### config.mk
export PLATFORM = sky130hd
export DESIGN_NAME = vox_voxel_stream_parser_flat
export DESIGN_NICKNAME = d
export VERILOG_FILES = /design/src/hdl/vox_pkg.sv /design/src/hdl/vox_in_if.sv /design/src/hdl/vox_out_if.sv /design/src/hdl/vox_front.sv /design/src/hdl/vox_queue.sv /design/src/hdl/vox_back.sv /design/src/hdl/vox_voxel_stream_parser.sv /design/src/flat_wrapper.sv
export SDC_FILE = /design/constraint.sdc
export NUM_CORES = 1
export LEC_CHECK = 0
export ABC_CLOCK_PERIOD_IN_PS = 9300
export BUFFER_PORTS_ARGS = -buffer_cell sky130_fd_sc_hd__clkbuf_2
export CELL_PAD_IN_SITES_DETAIL_PLACEMENT = 1
export CELL_PAD_IN_SITES_GLOBAL_PLACEMENT = 2
export CORE_MARGIN = 2
export CORE_UTILIZATION = 40
export DETAILED_ROUTE_END_ITERATION = 6
export PLACE_DENSITY = 0.9
export REMOVE_ABC_BUFFERS = 1
export SYNTH_ARGS = -nofsm -noshare
export SYNTH_HDL_FRONTEND = slang
export SYNTH_SLANG_ARGS = --single-unit
### constraint.sdc
create_clock -name clk -period 9.3 [get_ports clk]
set_clock_uncertainty 0.1 [all_clocks]
set_input_delay 0.93 -clock clk [delete_from_list [all_inputs] [get_ports clk]]
set_output_delay 0.93 -clock clk [all_outputs]
set_load 0.03 [all_outputs]
### src/hdl/vox_pkg.sv
`default_nettype none

package vox_pkg;

	// field widths
	localparam int VersionW = 31;
	localparam int IndexW   = 31;
	localparam int CountW   = 31;

	// configuration port
	localparam int ApbAddrW = 3;
	localparam int ApbDataW = 32;
	localparam logic [ApbAddrW-3:0] REG_EXPECTED_VERSION = '0;
	localparam logic [VersionW-1:0] VERSION_RESET = 31'd150;

	// command queue between parser and formatter
	localparam int QueueDepth = 2;
	localparam int QueuePtrW  = $clog2(QueueDepth);

	// result kinds
	typedef logic [2:0] kind_t;
	localparam kind_t KIND_VOXEL      = 3'd0;
	localparam kind_t KIND_DONE       = 3'd1;
	localparam kind_t KIND_BAD_HEADER = 3'd2;
	localparam kind_t KIND_NO_PACK    = 3'd3;
	localparam kind_t KIND_NO_SIZE    = 3'd4;
	localparam kind_t KIND_NO_XYZI    = 3'd5;
	localparam kind_t KIND_TRUNCATED  = 3'd6;

	// chunk tags, little-endian as they sit in the shift word
	localparam logic [31:0] TAG_VOX  = 32'h2058_4F56;
	localparam logic [31:0] TAG_PACK = 32'h4B43_4150;
	localparam logic [31:0] TAG_SIZE = 32'h455A_4953;
	localparam logic [31:0] TAG_XYZI = 32'h495A_5958;

	// chunk layout, byte offsets within a chunk
	localparam int HeaderLen = 20;
	localparam int PackLen   = 16;
	localparam int SizeLen   = 24;
	localparam int XyziLen   = 16;
	typedef logic [4:0] offset_t;
	localparam offset_t OFF_TAG_LAST     = 5'd3;
	localparam offset_t OFF_VERSION_LAST = 5'd7;
	localparam offset_t OFF_DIM_FIRST    = 5'd12;
	localparam offset_t OFF_DIM_SECOND   = 5'd16;
	localparam offset_t HEADER_LAST      = offset_t'(HeaderLen - 1);
	localparam offset_t PACK_LAST        = offset_t'(PackLen - 1);
	localparam offset_t SIZE_LAST        = offset_t'(SizeLen - 1);
	localparam offset_t XYZI_LAST        = offset_t'(XyziLen - 1);

	// one result, as classified by the parser, before formatting
	typedef struct packed {
		kind_t              kind;
		logic [IndexW-1:0]  model_index;
		logic [7:0]         z_raw;
		logic [7:0]         x_raw;
		logic [7:0]         y_raw;
		logic [7:0]         color_raw;
		logic signed [6:0]  center_first;
		logic signed [6:0]  center_second;
		logic               last;
	} vox_cmd_t;

	// signed byte halved, rounding toward zero
	function automatic logic signed [6:0] half_toward_zero(input logic [7:0] b);
		logic [7:0] sum;
		sum = {b[7], b[7:1]} + {7'd0, b[7] & b[0]};
		return sum[6:0];
	endfunction

endpackage

`default_nettype wire

### src/hdl/vox_in_if.sv
`default_nettype none

// byte stream channel
interface vox_in_if;
	logic       valid;
	logic       ready;
	logic [7:0] data_byte;
	logic       first_byte;
	logic       end_of_file;

	modport source (output valid, data_byte, first_byte, end_of_file, input ready);
	modport sink   (input valid, data_byte, first_byte, end_of_file, output ready);
endinterface

`default_nettype wire

### src/hdl/vox_out_if.sv
`default_nettype none

// result channel
interface vox_out_if;
	logic              valid;
	logic              ready;
	logic [2:0]        kind;
	logic [30:0]       model_index;
	logic signed [8:0] pos_z;
	logic signed [8:0] pos_x;
	logic signed [7:0] pos_y;
	logic [7:0]        color_index;
	logic              last_of_model;

	modport source (output valid, kind, model_index, pos_z, pos_x, pos_y, color_index,
		last_of_model, input ready);
	modport sink   (input valid, kind, model_index, pos_z, pos_x, pos_y, color_index,
		last_of_model, output ready);
endinterface

`default_nettype wire

### src/hdl/vox_front.sv
`default_nettype none

// Byte parser: walks the chunk layout one beat at a time and pushes a
// command for every beat that yields a result.
module vox_front import vox_pkg::*; (
	input  wire                  clk,
	input  wire                  arst_n,
	input  wire [VersionW-1:0]   expected_version,
	vox_in_if.sink               in_ch,
	input  wire                  q_space,
	output logic                 q_push,
	output vox_cmd_t             q_cmd
);

	localparam logic [2:0] PH_IDLE      = 3'd0;
	localparam logic [2:0] PH_HEADER    = 3'd1;
	localparam logic [2:0] PH_PACK      = 3'd2;
	localparam logic [2:0] PH_SIZE      = 3'd3;
	localparam logic [2:0] PH_XYZI      = 3'd4;
	localparam logic [2:0] PH_VOXELS    = 3'd5;
	localparam logic [2:0] PH_DONE_NEXT = 3'd6;

	logic [2:0]         phase_q, phase_d;
	offset_t            offset_q, offset_d;
	logic [31:0]        shift_q, shift_d;
	logic [CountW-1:0]  models_q, models_d;
	logic [CountW-1:0]  voxels_q, voxels_d;
	logic [IndexW-1:0]  counter_q, counter_d;
	logic signed [6:0]  cfirst_q, cfirst_d;
	logic signed [6:0]  csecond_q, csecond_d;
	logic [23:0]        vbytes_q, vbytes_d;
	logic               accept;
	logic               emit;
	vox_cmd_t           cmd;

	assign in_ch.ready = q_space;
	assign accept = in_ch.valid && q_space;
	assign q_push = accept && emit;
	assign q_cmd  = cmd;

	// next-state decode for one beat
	always_comb begin
		logic [2:0]        ph;
		offset_t           off;
		logic [CountW-1:0] cnt;
		logic [CountW-1:0] vleft;
		logic [7:0]        b;

		b = in_ch.data_byte;
		// a first byte restarts everything before the beat is parsed
		if (in_ch.first_byte) begin
			ph        = PH_HEADER;
			off       = '0;
			shift_d   = {b, 24'd0};
			models_d  = '0;
			voxels_d  = '0;
			counter_d = '0;
			cfirst_d  = '0;
			csecond_d = '0;
			vbytes_d  = '0;
		end else begin
			ph        = phase_q;
			off       = offset_q;
			shift_d   = {b, shift_q[31:8]};
			models_d  = models_q;
			voxels_d  = voxels_q;
			counter_d = counter_q;
			cfirst_d  = cfirst_q;
			csecond_d = csecond_q;
			vbytes_d  = vbytes_q;
		end
		phase_d  = ph;
		offset_d = off;
		emit     = 1'b0;
		cmd      = '0;
		cnt      = shift_d[31] ? '0 : shift_d[CountW-1:0];
		vleft    = '0;

		unique case (ph)
			PH_HEADER: begin
				offset_d = off + 5'd1;
				if (off == OFF_TAG_LAST && shift_d != TAG_VOX) begin
					emit = 1'b1; cmd.kind = KIND_BAD_HEADER; phase_d = PH_IDLE;
				end else if (off == OFF_VERSION_LAST && shift_d != {1'b0, expected_version}) begin
					emit = 1'b1; cmd.kind = KIND_BAD_HEADER; phase_d = PH_IDLE;
				end else if (off == HEADER_LAST) begin
					phase_d = PH_PACK; offset_d = '0;
				end
			end
			PH_PACK: begin
				offset_d = off + 5'd1;
				if (off == OFF_TAG_LAST && shift_d != TAG_PACK) begin
					emit = 1'b1; cmd.kind = KIND_NO_PACK; phase_d = PH_IDLE;
				end else if (off == PACK_LAST) begin
					models_d  = cnt;
					counter_d = '0;
					offset_d  = '0;
					if (cnt == '0) begin
						emit = 1'b1; cmd.kind = KIND_DONE; phase_d = PH_IDLE;
					end else begin
						phase_d = PH_SIZE;
					end
				end
			end
			PH_SIZE: begin
				offset_d = off + 5'd1;
				if (off == OFF_TAG_LAST && shift_d != TAG_SIZE) begin
					emit = 1'b1; cmd.kind = KIND_NO_SIZE; cmd.model_index = counter_d;
					phase_d = PH_IDLE;
				end else if (off == OFF_DIM_FIRST) begin
					cfirst_d = half_toward_zero(b);
				end else if (off == OFF_DIM_SECOND) begin
					csecond_d = half_toward_zero(b);
				end else if (off == SIZE_LAST) begin
					phase_d = PH_XYZI; offset_d = '0;
				end
			end
			PH_XYZI: begin
				offset_d = off + 5'd1;
				if (off == OFF_TAG_LAST && shift_d != TAG_XYZI) begin
					emit = 1'b1; cmd.kind = KIND_NO_XYZI; cmd.model_index = counter_d;
					phase_d = PH_IDLE;
				end else if (off == XYZI_LAST) begin
					voxels_d = cnt;
					offset_d = '0;
					if (cnt != '0) begin
						phase_d = PH_VOXELS;
					end else begin
						// empty model closes here
						if (models_d != '0) models_d = models_d - 1'b1;
						counter_d = counter_d + 1'b1;
						if (models_d == '0) begin
							emit = 1'b1; cmd.kind = KIND_DONE; cmd.model_index = counter_d;
							phase_d = PH_IDLE;
						end else begin
							phase_d = PH_SIZE;
						end
					end
				end
			end
			PH_VOXELS: begin
				case (off[1:0])
					2'd0: begin vbytes_d[7:0]   = vbytes_d[7:0]   | b; offset_d = off + 5'd1; end
					2'd1: begin vbytes_d[15:8]  = vbytes_d[15:8]  | b; offset_d = off + 5'd1; end
					2'd2: begin vbytes_d[23:16] = vbytes_d[23:16] | b; offset_d = off + 5'd1; end
					default: begin
						vleft = (voxels_d != '0) ? voxels_d - 1'b1 : '0;
						voxels_d = vleft;
						emit = 1'b1;
						cmd.kind          = KIND_VOXEL;
						cmd.model_index   = counter_d;
						cmd.z_raw         = vbytes_d[7:0];
						cmd.x_raw         = vbytes_d[15:8];
						cmd.y_raw         = vbytes_d[23:16];
						cmd.color_raw     = b;
						cmd.center_first  = cfirst_d;
						cmd.center_second = csecond_d;
						cmd.last          = (vleft == '0);
						vbytes_d = '0;
						offset_d = '0;
						if (vleft == '0) begin
							if (models_d != '0) models_d = models_d - 1'b1;
							counter_d = counter_d + 1'b1;
							phase_d = (models_d == '0) ? PH_DONE_NEXT : PH_SIZE;
						end
					end
				endcase
			end
			PH_DONE_NEXT: begin
				emit = 1'b1; cmd.kind = KIND_DONE; cmd.model_index = counter_d;
				phase_d = PH_IDLE;
			end
			default: begin
			end
		endcase

		// end of file: a pending done is dropped, an unfinished parse is truncated
		if (in_ch.end_of_file) begin
			if (phase_d == PH_DONE_NEXT) begin
				phase_d = PH_IDLE;
			end else if (phase_d != PH_IDLE) begin
				emit = 1'b1;
				cmd = '0;
				cmd.kind = KIND_TRUNCATED;
				cmd.model_index = counter_d;
				phase_d = PH_IDLE;
			end
		end
	end

	// parser state
	always_ff @(posedge clk or negedge arst_n) begin
		if (!arst_n) begin
			phase_q   <= PH_HEADER;
			offset_q  <= '0;
			shift_q   <= '0;
			models_q  <= '0;
			voxels_q  <= '0;
			counter_q <= '0;
			cfirst_q  <= '0;
			csecond_q <= '0;
			vbytes_q  <= '0;
		end else if (accept) begin
			phase_q   <= phase_d;
			offset_q  <= offset_d;
			shift_q   <= shift_d;
			models_q  <= models_d;
			voxels_q  <= voxels_d;
			counter_q <= counter_d;
			cfirst_q  <= cfirst_d;
			csecond_q <= csecond_d;
			vbytes_q  <= vbytes_d;
		end
	end

endmodule

`default_nettype wire

### src/hdl/vox_queue.sv
`default_nettype none

// Small command FIFO between parser and formatter.
module vox_queue import vox_pkg::*; (
	input  wire       clk,
	input  wire       arst_n,
	input  wire       push,
	input  vox_cmd_t  push_cmd,
	output logic      space,
	output logic      head_valid,
	output vox_cmd_t  head_cmd,
	input  wire       pop
);

	vox_cmd_t               entry_q [QueueDepth];
	logic [QueuePtrW-1:0]   wr_ptr_q;
	logic [QueuePtrW-1:0]   rd_ptr_q;
	logic [QueuePtrW:0]     count_q;
	logic                   do_push;
	logic                   do_pop;

	assign space      = (count_q != (QueuePtrW+1)'(QueueDepth));
	assign head_valid = (count_q != '0);
	assign head_cmd   = entry_q[rd_ptr_q];
	assign do_push    = push && space;
	assign do_pop     = pop && head_valid;

	// entry storage
	always_ff @(posedge clk) begin
		if (do_push) entry_q[wr_ptr_q] <= push_cmd;
	end

	// pointers and fill level
	always_ff @(posedge clk or negedge arst_n) begin
		if (!arst_n) begin
			wr_ptr_q <= '0;
			rd_ptr_q <= '0;
			count_q  <= '0;
		end else begin
			if (do_push) begin
				wr_ptr_q <= (wr_ptr_q == QueuePtrW'(QueueDepth - 1)) ? '0 : wr_ptr_q + 1'b1;
			end
			if (do_pop) begin
				rd_ptr_q <= (rd_ptr_q == QueuePtrW'(QueueDepth - 1)) ? '0 : rd_ptr_q + 1'b1;
			end
			if (do_push && !do_pop) count_q <= count_q + 1'b1;
			else if (do_pop && !do_push) count_q <= count_q - 1'b1;
		end
	end

endmodule

`default_nettype wire

### src/hdl/vox_back.sv
`default_nettype none

// Formatter: centers voxel coordinates, adjusts the color and holds the
// result in the output register until the sink takes it.
module vox_back import vox_pkg::*; (
	input  wire       clk,
	input  wire       arst_n,
	input  wire       head_valid,
	input  vox_cmd_t  head_cmd,
	output logic      pop,
	vox_out_if.source out_ch
);

	logic              valid_q;
	kind_t             kind_q;
	logic [IndexW-1:0] index_q;
	logic signed [8:0] pos_z_q;
	logic signed [8:0] pos_x_q;
	logic signed [7:0] pos_y_q;
	logic [7:0]        color_q;
	logic              last_q;
	logic              is_voxel;
	logic signed [8:0] pos_z_d;
	logic signed [8:0] pos_x_d;

	assign pop = head_valid && (!valid_q || out_ch.ready);
	assign is_voxel = (head_cmd.kind == KIND_VOXEL);

	// coordinate centering
	assign pos_z_d = $signed({head_cmd.z_raw[7], head_cmd.z_raw})
		- $signed({{2{head_cmd.center_first[6]}}, head_cmd.center_first});
	assign pos_x_d = $signed({head_cmd.x_raw[7], head_cmd.x_raw})
		- $signed({{2{head_cmd.center_second[6]}}, head_cmd.center_second});

	// output valid
	always_ff @(posedge clk or negedge arst_n) begin
		if (!arst_n) begin
			valid_q <= 1'b0;
		end else if (pop) begin
			valid_q <= 1'b1;
		end else if (out_ch.ready) begin
			valid_q <= 1'b0;
		end
	end

	// output payload
	always_ff @(posedge clk) begin
		if (pop) begin
			kind_q  <= head_cmd.kind;
			index_q <= head_cmd.model_index;
			pos_z_q <= is_voxel ? pos_z_d : '0;
			pos_x_q <= is_voxel ? pos_x_d : '0;
			pos_y_q <= is_voxel ? $signed(head_cmd.y_raw) : '0;
			color_q <= is_voxel ? head_cmd.color_raw - 8'd1 : '0;
			last_q  <= is_voxel && head_cmd.last;
		end
	end

	assign out_ch.valid         = valid_q;
	assign out_ch.kind          = kind_q;
	assign out_ch.model_index   = index_q;
	assign out_ch.pos_z         = pos_z_q;
	assign out_ch.pos_x         = pos_x_q;
	assign out_ch.pos_y         = pos_y_q;
	assign out_ch.color_index   = color_q;
	assign out_ch.last_of_model = last_q;

endmodule

`default_nettype wire

### src/hdl/vox_voxel_stream_parser.sv
// Voxel model stream parser, one file byte per input beat.
// Throughput: one beat per cycle (combinational parser update); input stalls
// only while two commands wait in the queue behind a held result. The
// accepting edge writes the queue; the output register loads from the queue
// head once it is free. Reset: parser waits for a header, expected_version
// = 150, command queue and output register empty.
`default_nettype none

module vox_voxel_stream_parser import vox_pkg::*; (
	input  wire                  clk,
	input  wire                  arst_n,
	vox_in_if.sink               in_ch,
	vox_out_if.source            out_ch,
	input  wire                  psel,
	input  wire                  penable,
	input  wire                  pwrite,
	input  wire [ApbAddrW-1:0]   paddr,
	input  wire [ApbDataW-1:0]   pwdata,
	output logic [ApbDataW-1:0]  prdata,
	output logic                 pready
);

	logic [VersionW-1:0] version_q;
	logic                cfg_write;
	logic                q_space;
	logic                q_push;
	vox_cmd_t            q_cmd;
	logic                head_valid;
	vox_cmd_t            head_cmd;
	logic                pop;

	// register port
	assign pready    = 1'b1;
	assign cfg_write = psel && penable && pwrite
		&& (paddr[ApbAddrW-1:2] == REG_EXPECTED_VERSION);
	assign prdata    = (paddr[ApbAddrW-1:2] == REG_EXPECTED_VERSION)
		? {1'b0, version_q} : '0;

	always_ff @(posedge clk or negedge arst_n) begin
		if (!arst_n) begin
			version_q <= VERSION_RESET;
		end else if (cfg_write) begin
			version_q <= pwdata[VersionW-1:0];
		end
	end

	vox_front u_front (
		.clk              (clk),
		.arst_n           (arst_n),
		.expected_version (version_q),
		.in_ch            (in_ch),
		.q_space          (q_space),
		.q_push           (q_push),
		.q_cmd            (q_cmd)
	);

	vox_queue u_queue (
		.clk        (clk),
		.arst_n     (arst_n),
		.push       (q_push),
		.push_cmd   (q_cmd),
		.space      (q_space),
		.head_valid (head_valid),
		.head_cmd   (head_cmd),
		.pop        (pop)
	);

	vox_back u_back (
		.clk        (clk),
		.arst_n     (arst_n),
		.head_valid (head_valid),
		.head_cmd   (head_cmd),
		.pop        (pop),
		.out_ch     (out_ch)
	);

endmodule

`default_nettype wire
### src/flat_wrapper.sv
// flat-port wrapper written by rule: the top's interface ports become plain ports
module vox_voxel_stream_parser_flat import vox_pkg::*;
  (clk, arst_n, psel, penable, pwrite, paddr, pwdata, prdata, pready, in_ch_valid, in_ch_data_byte, in_ch_first_byte, in_ch_end_of_file, in_ch_ready, out_ch_valid, out_ch_kind, out_ch_model_index, out_ch_pos_z, out_ch_pos_x, out_ch_pos_y, out_ch_color_index, out_ch_last_of_model, out_ch_ready);
  vox_in_if in_ch_i ();
  vox_out_if out_ch_i ();
  input  wire clk;
  input  wire arst_n;
  input  wire psel;
  input  wire penable;
  input  wire pwrite;
  input  wire [ApbAddrW-1:0] paddr;
  input  wire [ApbDataW-1:0] pwdata;
  output logic [ApbDataW-1:0] prdata;
  output logic pready;
  input wire logic [$bits(in_ch_i.valid)-1:0] in_ch_valid;
  input wire logic [$bits(in_ch_i.data_byte)-1:0] in_ch_data_byte;
  input wire logic [$bits(in_ch_i.first_byte)-1:0] in_ch_first_byte;
  input wire logic [$bits(in_ch_i.end_of_file)-1:0] in_ch_end_of_file;
  output wire logic [$bits(in_ch_i.ready)-1:0] in_ch_ready;
  output wire logic [$bits(out_ch_i.valid)-1:0] out_ch_valid;
  output wire logic [$bits(out_ch_i.kind)-1:0] out_ch_kind;
  output wire logic [$bits(out_ch_i.model_index)-1:0] out_ch_model_index;
  output wire logic [$bits(out_ch_i.pos_z)-1:0] out_ch_pos_z;
  output wire logic [$bits(out_ch_i.pos_x)-1:0] out_ch_pos_x;
  output wire logic [$bits(out_ch_i.pos_y)-1:0] out_ch_pos_y;
  output wire logic [$bits(out_ch_i.color_index)-1:0] out_ch_color_index;
  output wire logic [$bits(out_ch_i.last_of_model)-1:0] out_ch_last_of_model;
  input wire logic [$bits(out_ch_i.ready)-1:0] out_ch_ready;
  assign in_ch_i.valid = in_ch_valid;
  assign in_ch_i.data_byte = in_ch_data_byte;
  assign in_ch_i.first_byte = in_ch_first_byte;
  assign in_ch_i.end_of_file = in_ch_end_of_file;
  assign in_ch_ready = in_ch_i.ready;
  assign out_ch_valid = out_ch_i.valid;
  assign out_ch_kind = out_ch_i.kind;
  assign out_ch_model_index = out_ch_i.model_index;
  assign out_ch_pos_z = out_ch_i.pos_z;
  assign out_ch_pos_x = out_ch_i.pos_x;
  assign out_ch_pos_y = out_ch_i.pos_y;
  assign out_ch_color_index = out_ch_i.color_index;
  assign out_ch_last_of_model = out_ch_i.last_of_model;
  assign out_ch_i.ready = out_ch_ready;
  vox_voxel_stream_parser u_core (.clk(clk), .arst_n(arst_n), .in_ch(in_ch_i), .out_ch(out_ch_i), .psel(psel), .penable(penable), .pwrite(pwrite), .paddr(paddr), .pwdata(pwdata), .prdata(prdata), .pready(pready));
endmodule
[After elaboration in Yosys (flattened, before gate mapping)]
Memory sizes are Yosys's and may differ from the RTL's.
Cells that the tools add are included.
Word-level totals
  register bits after elaboration: 276
  memory bits (writable): 162
  input bits: 52
  memories kept: 1
Memory list
  u_core.u_queue.entry_q: words 2, bits a word 81, read ports 1, clocked after Yosys merged registers in 0, wr ports 1, RTL line vox_queue.sv:15  | vox_cmd_t entry_q [QueueDepth];
Cells by class
  $add $sub $neg: 12
  eq/ne operators: 22
  mux-type cells: 124
  bitwise logic cells: 5
  reduce and logical (&&, ||, !) cells: 37
Operators by type and width (number)
  31-bit 2-to-1 mux: 31
  81-bit 2-to-1 mux: 3
  31-bit one-hot mux with 3 select lines: 2
  31-bit zero test: 4
  31-bit one-hot mux with 4 select lines: 1
  32-bit 2-to-1 mux: 3
  32-bit by 31-bit != test with 1-bit output, second input constant: 3
  31-bit nonzero test: 3
  78-bit 2-to-1 mux: 1
  24-bit 2-to-1 mux: 3
  34-bit 2-to-1 mux: 2
  7-bit 2-to-1 mux: 9
  31-bit one-hot mux with 2 select lines: 1
  31-bit by 1-bit subtractor with 31-bit output, second input constant: 2
  5-bit 2-to-1 mux: 12
  3-bit 2-to-1 mux: 19
  8-bit one-hot mux with 2 select lines: 3
  47-bit 2-to-1 mux: 1
  3-bit one-hot mux with 6 select lines: 2
  32-bit by 30-bit != test with 1-bit output, second input constant: 1
  32-bit by 31-bit != test with 1-bit output: 1
  31-bit by 1-bit adder with 31-bit output, second input constant: 1
  5-bit one-hot mux with 5 select lines: 1
  8-bit OR: 3
  other kinds (31): 88

[Depth between registers and ports, before layout]
  depth after elaboration: 23
  depth in mapped cells: 28
  depth with buffers taken out: 18

[By module]
Synthesis repeated with hierarchy kept, for this count alone.
Second synthesis, totals
  cells, all modules: 2579
  area total of the unflattened synthesis: 25612.1 µm²
Modules (own cells, without submodules)
  vox_front: times used 1, cells each 1965, area an instance 14463.9 µm²
  vox_queue: times used 1, cells each 270, area an instance 6438.7 µm²
  vox_back: times used 1, cells each 240, area an instance 3181.8 µm²
  vox_voxel_stream_parser: times used 1, cells each 104, area an instance 1527.7 µm²

[Least setup slack after synthesis]
Ideal clock, no wire load.
  path kind: input -> register
  from: input port in_ch_first_byte
  to: memory u_core.u_queue.entry_q[0][0] (netlist bit) (enable)
  library setup time: 0.531 ns
  arrival time: 8.920 ns
  path slack: -0.251 ns
  stages: 24
  buffers on the path: 9
  path through: clkbuf_1 > clkinv_1 > clkbuf_1 > clkbuf_1 > clkbuf_1 > clkbuf_1 > buf_1 > clkbuf_1 > nand2_1 > inv_1 > ha_1 > clkbuf_1 > inv_1 > nor2_1 > nand3_1 > inv_1 > ha_1 > clkbuf_1 > nor2b_1 > a31o_2 > o221a_2 > nor2_1 > a31oi_1 > nor2b_1
Between the ends
  word-level cells in the longest chain between the ends: 21
  elaborated cells between the ends (all ways): 90
  classes of those cells: add/sub (2); eq/ne (21); mux (50); reduce/logical (17)
RTL lines
  from (decl): RTL line flat_wrapper.sv:17  | input wire logic [$bits(in_ch_i.first_byte)-1:0] in_ch_first_byte;
  31-bit 2-to-1 mux: RTL line vox_front.sv:51  | if (in_ch.first_byte) begin
  31-bit by 1-bit subtractor with 31-bit output / 31-bit nonzero test (equally long branches): RTL line vox_front.sv:130, vox_front.sv:162
  31-bit 2-to-1 mux: RTL line vox_front.sv:130, vox_front.sv:162
  31-bit 2-to-1 mux: RTL line vox_front.sv:126  | if (cnt != '0) begin
  31-bit 2-to-1 mux: RTL line vox_front.sv:123  | end else if (off == XYZI_LAST) begin
  31-bit 2-to-1 mux: RTL line vox_front.sv:120  | if (off == OFF_TAG_LAST && shift_d != TAG_XYZI) begin
  31-bit 2-to-1 mux: RTL line vox_front.sv:79  | unique case (ph)
  31-bit zero test: RTL line vox_front.sv:132  | if (models_d == '0) begin
  (+6 left out)
  1-bit 2-to-1 mux: RTL line vox_front.sv:181  | end else if (phase_d != PH_IDLE) begin
  1-bit 2-to-1 mux: RTL line vox_front.sv:179  | if (phase_d == PH_DONE_NEXT) begin
  1-bit 2-to-1 mux *: RTL line vox_front.sv:178  | if (in_ch.end_of_file) begin
  1-bit logical AND *: RTL line vox_front.sv:38  | assign q_push = accept && emit;
  1-bit logical AND *: RTL line vox_queue.sv:25  | assign do_push = push && space;
  via u_core.u_queue.do_push: RTL line vox_queue.sv:19  | logic do_push;
  1-bit 2-to-1 mux *: RTL line vox_queue.sv:30  | if (do_push) entry_q[wr_ptr_q] <= push_cmd;
  1-bit 2-to-1 mux (not written as such) *: RTL line vox_queue.sv:30
  to (decl): RTL line vox_queue.sv:15
The timed path passes the listed nets; every way through them passes the cells marked *. The select of a mux whose other input is x is not followed.

[Worst setup path in the final report]
  from: input port in_ch_first_byte
  to: memory u_core.u_queue.entry_q[1][53] (netlist bit) (enable)
The elaborated chain is that of the path after synthesis.

==> impl_metrics.tcl <==
set metrics [dict create \
    power_frac_clock_pct 26.7 \
    r2r_start "u_core.u_front.models_q[0]" \
    async_flop_share_pct 46.3 \
    post-cts-setup-buffer-count 0 \
    syn_area_sq_um 24500 \
    peakVddDrop_mv 0.149 \
    fp.dieH_microns 252 \
    place_congestion 0.938 \
    cts_sinks 430 \
    area_delta_synth_final_pct 12.2 \
    start_util_pct 40.6 \
    die_area_sq_um 63300 \
    r2r-end "u_core.u_queue.entry_q[1][53]" \
    power.net_switching_mw 2.98 \
    rsz0062_at_grt "no" \
    cp_num_buf_inv 3 \
    drive_above_1_share_pct 15.5 \
    slew_violations 0 \
    grt-ovfl-total 0 \
    r2r_cells 15 \
    swShare_pct 39.9 \
    cts.clk_slew.worst_paths_ns 0.06 \
    antenna_found_initial 0 \
    place_area_sq_um 25800 \
    drcViolationCount 0 \
    power_frac_comb_pct 35.3 \
    clock_latency_ns 0.63 \
    ios 156 \
    cts_made_buffers 50 \
    synth_top_flop_cell "edfxtp_1" \
    internal_power_mw 4.48 \
    synthMostInstantiatedCell "nand2_1" \
    arrival_ns 7.02 \
    vias_per_cell 6.21 \
    ant_nets 0 \
    cp.required_ns 9.49 \
    period_share_pct 73.4 \
    fin_crit_ns 6.83 \
    drtIter0Drc 1691 \
    ys_top_cells_by_area "edfxtp_1, dfrtp_1, o21ai_0" \
    cp_slowest_cell "o31ai_4" \
    holdBufCountCts 0 \
    cp_num_cells 16 \
    end_kind "flop" \
    path_cells "buf_4, inv_2, nand2_1, ha_1, nor4b_1, nand4_1, o31ai_4, o22ai_1, a2111oi_0, and4b_1, a31o_2, o221a_2, nor2_1, a31oi_1, and2_4, buf_4" \
    grt.total_usage_pct 25.5 \
    synthTopCellsByCount "nand2_1, edfxtp_1, o21ai_0, dfrtp_1, nor2_1" \
    syn_inst 2506 \
    dr.pass1.iters 5 \
    syn_area_per_cell_sq_um 9.79 \
    crit_family "compound AO/OA/AOI/OAI gates" \
    ys_seq_area_share_pct 48.6 \
    place_hpwl_mm 53.6 \
    pwr-share-seq_pct 37.9 \
    vias 21000 \
    cp_slowest_stage_delay_ns 0.83 \
    min_path_type "primary input to async pin" \
    row_count 90 \
    ys_ff_latch 430 \
    cts_tree "yes" \
    final_area_sq_um 27500 \
    fin_nets 2638 \
    r2r_setup_slack_ns 2.81 \
    worstPathMaxFanout 57 \
    setup_viol 0 \
    max-cap-violations 0 \
    synth_area_leader_cell "edfxtp_1" \
    worst_pin_slew_ns 1.25 \
    synth_top_area_share_pct 28.3 \
    wl_per_cell_microns 24.3 \
    grt_pass1_vias 21500 \
    cts_max_path_buffers 3 \
    yosysUniqueCellTypes 95 \
    chipWidth_microns 252 \
    n_antenna_cell 0 \
    setup_tns_ns 0 \
    p_leak_nw 10.8 \
    portBuffers 150 \
    hold_violations 0 \
    crit_top_cell "buf_4" \
    worstSetupStartpointType "primary input" \
    yosysWarnings 0 \
    ctsHtreeMaxLevel 2 \
    grt_max_degree 144 \
    outcome "finished, final reports clean" \
    wirelength_mm 82.0 \
    power.density_nw_per_um2 271 \
    grt_pass1_wl_mm 127 \
    cts_resized 0 \
    clock-root-buffer "clkbuf_16" \
    synth_edf_count 231 \
    max_slew_margin_pct 16.5 \
    fmax_mhz 146 \
    critical_path_class "primary input to flop" \
    coreArea_sq_um 60500 \
]
## metal layers
| layer | up-vias | track usage, % | share of wire, % |
|---|---|---|---|
| met1 | 10700 | 34.8 | 44 |
| met5 | - | 0 | 0 |
| met4 | 0 | 8.06 | 2.7 |
| met2 | 708 | 42.2 | 47 |
| met3 | 152 | 3.28 | 5.8 |
| li1 | 9404 | - | - |
## flip-flops by register name (all words and copies together), names as in the netlist, 8 cells and up
register	flops
u_core.u_back.out_ch.pos_y	8
u_core.u_front.shift_q	24
u_core.u_back.out_ch.color_index	8
u_core.u_front.models_q	31
u_core.u_back.out_ch.model_index	31
u_core.u_back.out_ch.pos_z	9
u_core.u_queue.entry_q	162
u_core.u_front.vbytes_q	24
u_core.u_front.counter_q	31
u_core.u_back.out_ch.pos_x	9
u_core.version_q	31
u_core.u_front.voxels_q	31
## layout make-up
class | instances | area, sq um
clock buffer | 63 | 1350
clock inverter | 31 | 333
fill | 6749 | 32900
inverter | 52 | 195
multi-input combinational | 1835 | 11700
sequential | 430 | 11900
tap | 782 | 978
timing repair buffer | 184 | 1050
## worst register-to-register path, stage by stage (launching register included)
cell and delay, ns:
dfrtp_1 0.42, nor2b_1 0.16, inv_1 0.16, ha_1 0.33, nor4b_1 0.35, nand4_1 0.42
o31ai_4 0.83, o22ai_1 0.20, a2111oi_0 0.56, and4b_1 0.44, a31o_2 0.36, o221a_2 0.27
nor2_1 0.05, a31oi_1 0.36, and2_4 0.77, buf_4 0.39
## power groups by stage
stage	Combinational, mW	Clock [mW]	Sequential, mW
after detailed placement	2.61	0	2.86
after floorplan	1.54	0	3.01
final	2.64	1.99	2.83
after CTS	2.63	2.04	2.82
after global routing	2.87	2.10	2.87
after global placement	2.53	0	2.83
## logic make-up (layout without fill, tap and decap cells)
family,Yosys count,after routing,synth area share (%)
muxes,153,153,6.77
buffers and inverters,241,330,4.00
DFF,430,430,48.6
and+or+nand+nor,884,884,18.2
AOI/OAI and AO/OA,684,684,17.8
other,2,2,0.0306
xor gates and xnor gates,79,79,2.82
adders and majority gates,33,33,1.74
## per-stage QoR
stage	power, mW	hold slack (ns)	setup slack (ns)	utilization [%]	std cells
4_1_cts	7.49	0.240	2.60	45.5	3377
6_report	7.46	0.237	2.47	45.5	3377
2_1_floorplan	4.56	0.342	-0.302	-	2317
5_1_grt	7.84	0.268	2.21	45.5	3377
3_3_place_gp	5.36	0.362	2.13	42.7	3283
3_5_place_dp	5.46	0.378	2.00	42.7	3283
## placed cells by master, fill, tap and decap left out, types with 34 or more instances in the layout
cell type  instances
a21oi_1          145
a22o_1            34
a31oi_1           46
and3_1            60
clkbuf_16         50
clkbuf_2         148
dfrtp_1          193
edfxtp_1         231
inv_1             48
mux2_2            84
mux2i_1           64
nand2_1          259
nand3_1           59
nor2_1           182
nor2b_1           68
nor3_1            56
nor4_1            37
o21ai_0          214
xnor2_1           53
## worst max-delay path by stage
stage               slack (ns)                            end        startpoint
floorplan                -0.30   u_core.u_queue.entry_q[0][0]  in_ch_first_byte
global placement          2.13  u_core.u_queue.entry_q[1][54]  in_ch_first_byte
detailed placement        2.00  u_core.u_queue.entry_q[1][55]  in_ch_first_byte
CTS                       2.60  u_core.u_queue.entry_q[1][57]  in_ch_first_byte
global route              2.21  u_core.u_queue.entry_q[1][58]  in_ch_first_byte
finish                    2.47  u_core.u_queue.entry_q[1][53]  in_ch_first_byte
(Power assumes the default switching activity.)
